$ cat src/sv/vdi_pkg.sv
// Shared types and constants for the vertex dedup indexer.
// No dependencies; every other file imports this package.
`default_nettype none

package vdi_pkg;

  localparam int unsigned VERTEX_DEPTH = 4096;
  localparam int unsigned ENTRY_LIMIT  = 131072;

  localparam int unsigned VIDX_W     = $clog2(VERTEX_DEPTH);
  localparam int unsigned UCNT_W     = $clog2(VERTEX_DEPTH + 1);
  localparam int unsigned ENTRY_W    = $clog2(ENTRY_LIMIT + 1);
  localparam int unsigned FLOAT_W    = 32;
  localparam int unsigned OUT_IDX_W  = 12;
  localparam int unsigned BATCH_W    = 18;
  localparam int unsigned CFG_IDX_W  = 8;
  localparam int unsigned CFG_DATA_W = 32;

  typedef logic [FLOAT_W-1:0]    float_bits_t;
  typedef logic [VIDX_W-1:0]     vidx_t;
  typedef logic [UCNT_W-1:0]     ucnt_t;
  typedef logic [ENTRY_W-1:0]    entry_cnt_t;
  typedef logic [OUT_IDX_W-1:0]  out_idx_t;
  typedef logic [BATCH_W-1:0]    batch_cnt_t;
  typedef logic [CFG_IDX_W-1:0]  cfg_idx_t;
  typedef logic [CFG_DATA_W-1:0] cfg_data_t;

  // Operation codes of the input item
  localparam logic OP_SUBMIT    = 1'b0;
  localparam logic OP_END_BATCH = 1'b1;

  // Configuration register indexes
  localparam cfg_idx_t REG_INDEX_MODE    = cfg_idx_t'(0);
  localparam cfg_idx_t REG_COLOR_ENABLED = cfg_idx_t'(1);
  localparam cfg_idx_t REG_TEX_ENABLED   = cfg_idx_t'(2);

  // One whole vertex as kept in the store
  typedef struct packed {
    float_bits_t x;
    float_bits_t y;
    float_bits_t z;
    float_bits_t red;
    float_bits_t green;
    float_bits_t blue;
    float_bits_t u;
    float_bits_t v;
  } vtx_rec_t;

  // Field groups that take part in equality
  typedef struct packed {
    logic color;
    logic tex;
  } match_en_t;

endpackage

`default_nettype wire

$ cat src/sv/vdi_match.sv
// Vertex compare unit: float equality of the held item against one stored
// vertex, over the enabled field groups. Depends on vdi_pkg.
`default_nettype none

module vdi_match (
  input  vdi_pkg::vtx_rec_t  item,
  input  vdi_pkg::vtx_rec_t  stored,
  input  vdi_pkg::match_en_t en,
  output logic               equal
);
  import vdi_pkg::*;

  // +0 equals -0, NaN equals nothing
  function automatic logic float_eq(float_bits_t a, float_bits_t b);
    logic a_nan;
    logic b_nan;
    logic zeros;
    a_nan = (a[FLOAT_W-2:0] > 31'h7F80_0000);
    b_nan = (b[FLOAT_W-2:0] > 31'h7F80_0000);
    zeros = ((a[FLOAT_W-2:0] | b[FLOAT_W-2:0]) == '0);
    return !a_nan && !b_nan && ((a == b) || zeros);
  endfunction

  logic pos_eq;
  logic color_eq;
  logic tex_eq;

  always_comb begin
    pos_eq   = float_eq(item.x, stored.x) && float_eq(item.y, stored.y) &&
               float_eq(item.z, stored.z);
    color_eq = float_eq(item.red, stored.red) && float_eq(item.green, stored.green) &&
               float_eq(item.blue, stored.blue);
    tex_eq   = float_eq(item.u, stored.u) && float_eq(item.v, stored.v);
    equal    = pos_eq && (!en.color || color_eq) && (!en.tex || tex_eq);
  end

endmodule

`default_nettype wire

$ cat config.mk
export PLATFORM = sky130hd
export DESIGN_NAME = vdi_match
export DESIGN_NICKNAME = d
export VERILOG_FILES = /design/src/sv/vdi_pkg.sv /design/src/sv/vdi_match.sv
export SDC_FILE = /design/constraint.sdc
export NUM_CORES = 1
export LEC_CHECK = 0
export BUFFER_PORTS_ARGS = -buffer_cell sky130_fd_sc_hd__buf_4
export CAP_MARGIN = 10
export CORE_AREA = 2 2 203 205
export DETAILED_ROUTE_END_ITERATION = 10
export DIE_AREA = 0 0 205 207
export PLACE_DENSITY = 0.45
export SLEW_MARGIN = 20
export SYNTH_ARGS = -nofsm -noshare
export SYNTH_HDL_FRONTEND = slang
export SYNTH_SLANG_ARGS = --single-unit
$ cat constraint.sdc
create_clock -name vclk -period 4.7
set_clock_uncertainty 0.1 [all_clocks]
set_input_delay 0.47 -clock vclk [all_inputs]
set_output_delay 0.47 -clock vclk [all_outputs]
set_load 0.03 [all_outputs]
Word-level counts from Yosys, hierarchy flattened
Index checks and enable logic that the tools add are counted.

word-level totals
  register bits = 0
  input port bits = 514
  output and inout port bits = 1
  logic and storage cells = 91

cells by class
  magnitude comparators = 16
  eq/ne operators = 8
  bitwise operators = 8
  reduce and logical (&&, ||, !) cells = 59

operator list
  cell                                                   count
  greater-than comparator 31 bit, second input constant  16
  equality test 32 bit                                   8
  zero test 31 bit                                       8
  bitwise OR 31 bit                                      8
  logical AND 1 bit                                      23
  zero test 1 bit                                        18
  logical OR 1 bit                                       10

Depth between registers and ports, before layout
  word-level depth = 9
  mapped depth = 8
  depth with buffers taken out = 8

Worst setup path before layout
No wires, ideal clock.

  path kind = input to output
  from = input port item[103] (netlist bit)
  to = output port equal
  arrival time = 2.271 ns
  required time = 4.130 ns
  slack = 1.859 ns
  cell stages on the path = 8
  path buffers = 0
  cell sequence = inv_1 -> ha_1 -> nand4_1 -> or4_1 -> nor4_1 -> o211ai_1 -> o41ai_1 -> and4b_1

between the ends
  word-level cells in the longest chain between the ends = 9
  elaborated cells between the ends (all ways) = 13
  those cells by class = order compare (1); eq/ne (1); bitwise (1); reduce/logical (10)

ends and longest elaborated chain
  item                                                                        line                              text
  start: declaration                                                          vdi_match.sv:6                    input vdi_pkg::vtx_rec_t item,
  greater-than comparator 31 bit / bitwise OR 31 bit (equally long branches)  vdi_match.sv:18, vdi_match.sv:20
  zero test 1 bit / zero test 31 bit (equally long branches)                  vdi_match.sv:21, vdi_match.sv:20
  logical AND 1 bit / logical OR 1 bit (equally long branches)                vdi_match.sv:21                   return !a_nan && !b_nan && ((a == b) || zeros);
  logical AND 1 bit *                                                         vdi_match.sv:21
  logical AND 1 bit * (2 in series)                                           vdi_match.sv:31                   color_eq = float_eq(item.red, stored.red) && float_eq(item.green, stored.green) &&
  logical OR 1 bit *                                                          vdi_match.sv:34                   equal = pos_eq && (!en.color || color_eq) && (!en.tex || tex_eq);
  logical AND 1 bit * (2 in series)                                           vdi_match.sv:34
  end: declaration                                                            vdi_match.sv:9                    output logic equal

Every way passes the cells marked *; elsewhere a longest branch is shown, timed or not.

Worst setup path in the final report
  from = input port item[104] (netlist bit)
  to = output port equal

The elaborated chain is that of the path after synthesis.

==> reports/results.tsv <==
metric	value	unit
drt-total-wl	42.4	mm
max_freq	0.277	GHz
timing.critical_path.mode_cell	buf_4	
first_pass_iters	4	
post_cts_resized	0	
worst_hold_path.num_cells	4	
slew_viol_final	0	
design.core.area	0.0404	mm^2
synth-seq-area-share	0	%
status	complete, no violations	
grt_util_met2	36.9	%
drt_iter0_markers	368	
total_power	808	uW
hold_start	en[0]	
netlist_area	0.00726	mm^2
post_drt_wl_per_cell	19.4	um
layout-drive-gt1-share	31.3	%
slew-limit-headroom	51.7	%
critPathMaxFanout	2	
timing.hold.worst.class	in -> out	
grt_setup_unrepaired	no	
synth_largest_type_area_fraction	42.7	%
syn_nets	1897	
std_cell_rows	74	
postCtsSetupBuffers	0	
final_instance_area	0.0118	mm^2
timing.critical_path.to_type	output pin	
criticalPathCategory	in -> out	
holdBufCountCts	0	
initial_core_util	18.0	%
grt_antenna_before_repair	4	
die_height	207	um
count_of_mapped_cells_out_of_synthesis	1135	
crit_path_start_kind	input pin	
antenna_violating_nets_left	0	
total_leakage_power	7.25	nW
fin_tns_setup	0	ps
die_w	205	um
design.portCount	515	
gp_congestion	0.913	
first_global_vias	10600	
yosysWarnings	0	
routed-via-count	9505	
synth_largest_area_cell	ha_1	
overflow	0	
post-route-drc-count	0	
timing.critical_path.max_delay_family	simple AND/OR/NAND/NOR gates	
path_cells	buf_4, inv_1, ha_1, nand4_1, or4_1, nor4_1, o211ai_1, o41ai_1, buf_4, and4b_1, buf_4	
most_common_cell_after_layout_fill_and_taps_aside	buf_4	
period_needed	3610	ps
count_of_max_cap_constraint_violations	0	
synthesis.area_per_instance	6.40	um^2
grt_max_degree	4	
synthToLayoutAreaGrowth	62.6	%
worstPathRequired	4130	ps
crit_slowest_cell	or4_1	
grt_pass1_wl	61.9	mm
synthDistinctLibCells	18	
netlist_top_cells_area	ha_1 (43%), inv_1 (26%), nor4_1 (13%)	
final-setup-viol-count	0	
cp_num_buf_inv	4	
worst_case_hold_slack	1450	ps
timing_hold_violations_final	0	
grt_use_met1	20.3	%
grt_util_all_layers	19.2	%
vias_per_cell	4.35	
use_met3	4.78	%
final_cell_mix	buf_4 (516), inv_1 (496), ha_1 (248)	
vdd_drop_max	0.0000342	V
cp_slowest_stage_delay	540	ps
place.detailed.hpwl	41.1	mm
crit_share_post_route	76.7	%
layout_net_count	2415	
area.sequential	0	um^2
power_density	68.4	mW/mm^2
sequential_cell_count_of_the_final_layout	0	
worstPathArrival	3040	ps
dpl_cell_area	0.0118	mm^2
routing_layer_with_the_top_usage_in_global_route	met2	
timing_worst_slew_pin_value	720	ps
clockBufferCount	0	
placement.io_buffers	515	
hold_path_end	equal	
floorplan.die_area	0.0424	mm^2
-- power by group --
group / switching, mW / total [mW] / internal (mW) / leakage [nW]
registers: 0 / 0 / 0 / 0
clock network: 0 / 0.000000115 / 0.000000115 / 0.0000254
logic: 0.373 / 0.808 / 0.435 / 7.25
total: 0.373 / 0.808 / 0.435 / 7.25
-- cell families after synthesis --
family / after synthesis / synth area share, %
AOI/OAI and AO/OA: 26 / 1.95
xor gates and xnor gates: 8 / 0.965
adders and majority gates: 248 / 42.7
buffers and inverters: 496 / 25.6
and+or+nand+nor: 357 / 28.7
-- worst min-delay path, cell delays in order --
cell and delay, ps:
buf_4 80, o31ai_1 120, and4b_1 230, buf_4 180
-- worst max path at each step --
stage	cells past startpoint	endpoint	start	slack (ps)
final	11	equal	item[104]	1090
after global routing	11	equal	item[110]	930
after CTS	11	equal	item[104]	1000
after detailed placement	11	equal	item[110]	1020
after global placement	10	equal	stored[35]	1150
after floorplan	8	equal	item[103]	1860
-- through the flow --
step,std cells,worst slack [ps],util (%)
after floorplan,1135,1860,-
after global placement,2183,1150,29.2
after detailed placement,2183,1020,29.2
after CTS,2183,997,29.2
after global routing,2187,926,29.3
final,2187,1090,29.3
-- cell type report --
cell class	instances	area, um^2
Fill cell	4543	28600
Multi-Input combinational cell	639	5400
Timing Repair Buffer	516	3870
Inverter	496	1860
Tap cell	532	666
Antenna cell	4	10.0
-- synthesized netlist by cell type --
| cell | instances |
|---|---|
| a21oi_1 | 7 |
| and4_1 | 1 |
| and4b_1 | 1 |
| ha_1 | 248 |
| inv_1 | 496 |
| nand2_1 | 24 |
| nand3_1 | 15 |
| nand4_1 | 115 |
| nor2_1 | 16 |
| nor3_1 | 31 |
| nor4_1 | 152 |
| nor4b_1 | 1 |
| o211ai_1 | 1 |
| o21ai_0 | 15 |
| o31ai_1 | 2 |
| o41ai_1 | 1 |
| or4_1 | 1 |
| xnor2_1 | 8 |
-- metal layers --
layer / part of all wire, % / vias to the layer above
met5: 0 / -
met4: 3.0 / 0
met3: 8.5 / 44
met2: 52 / 388
met1: 37 / 4245
li1: - / 4828
Power figures use the tool's default switching activity.
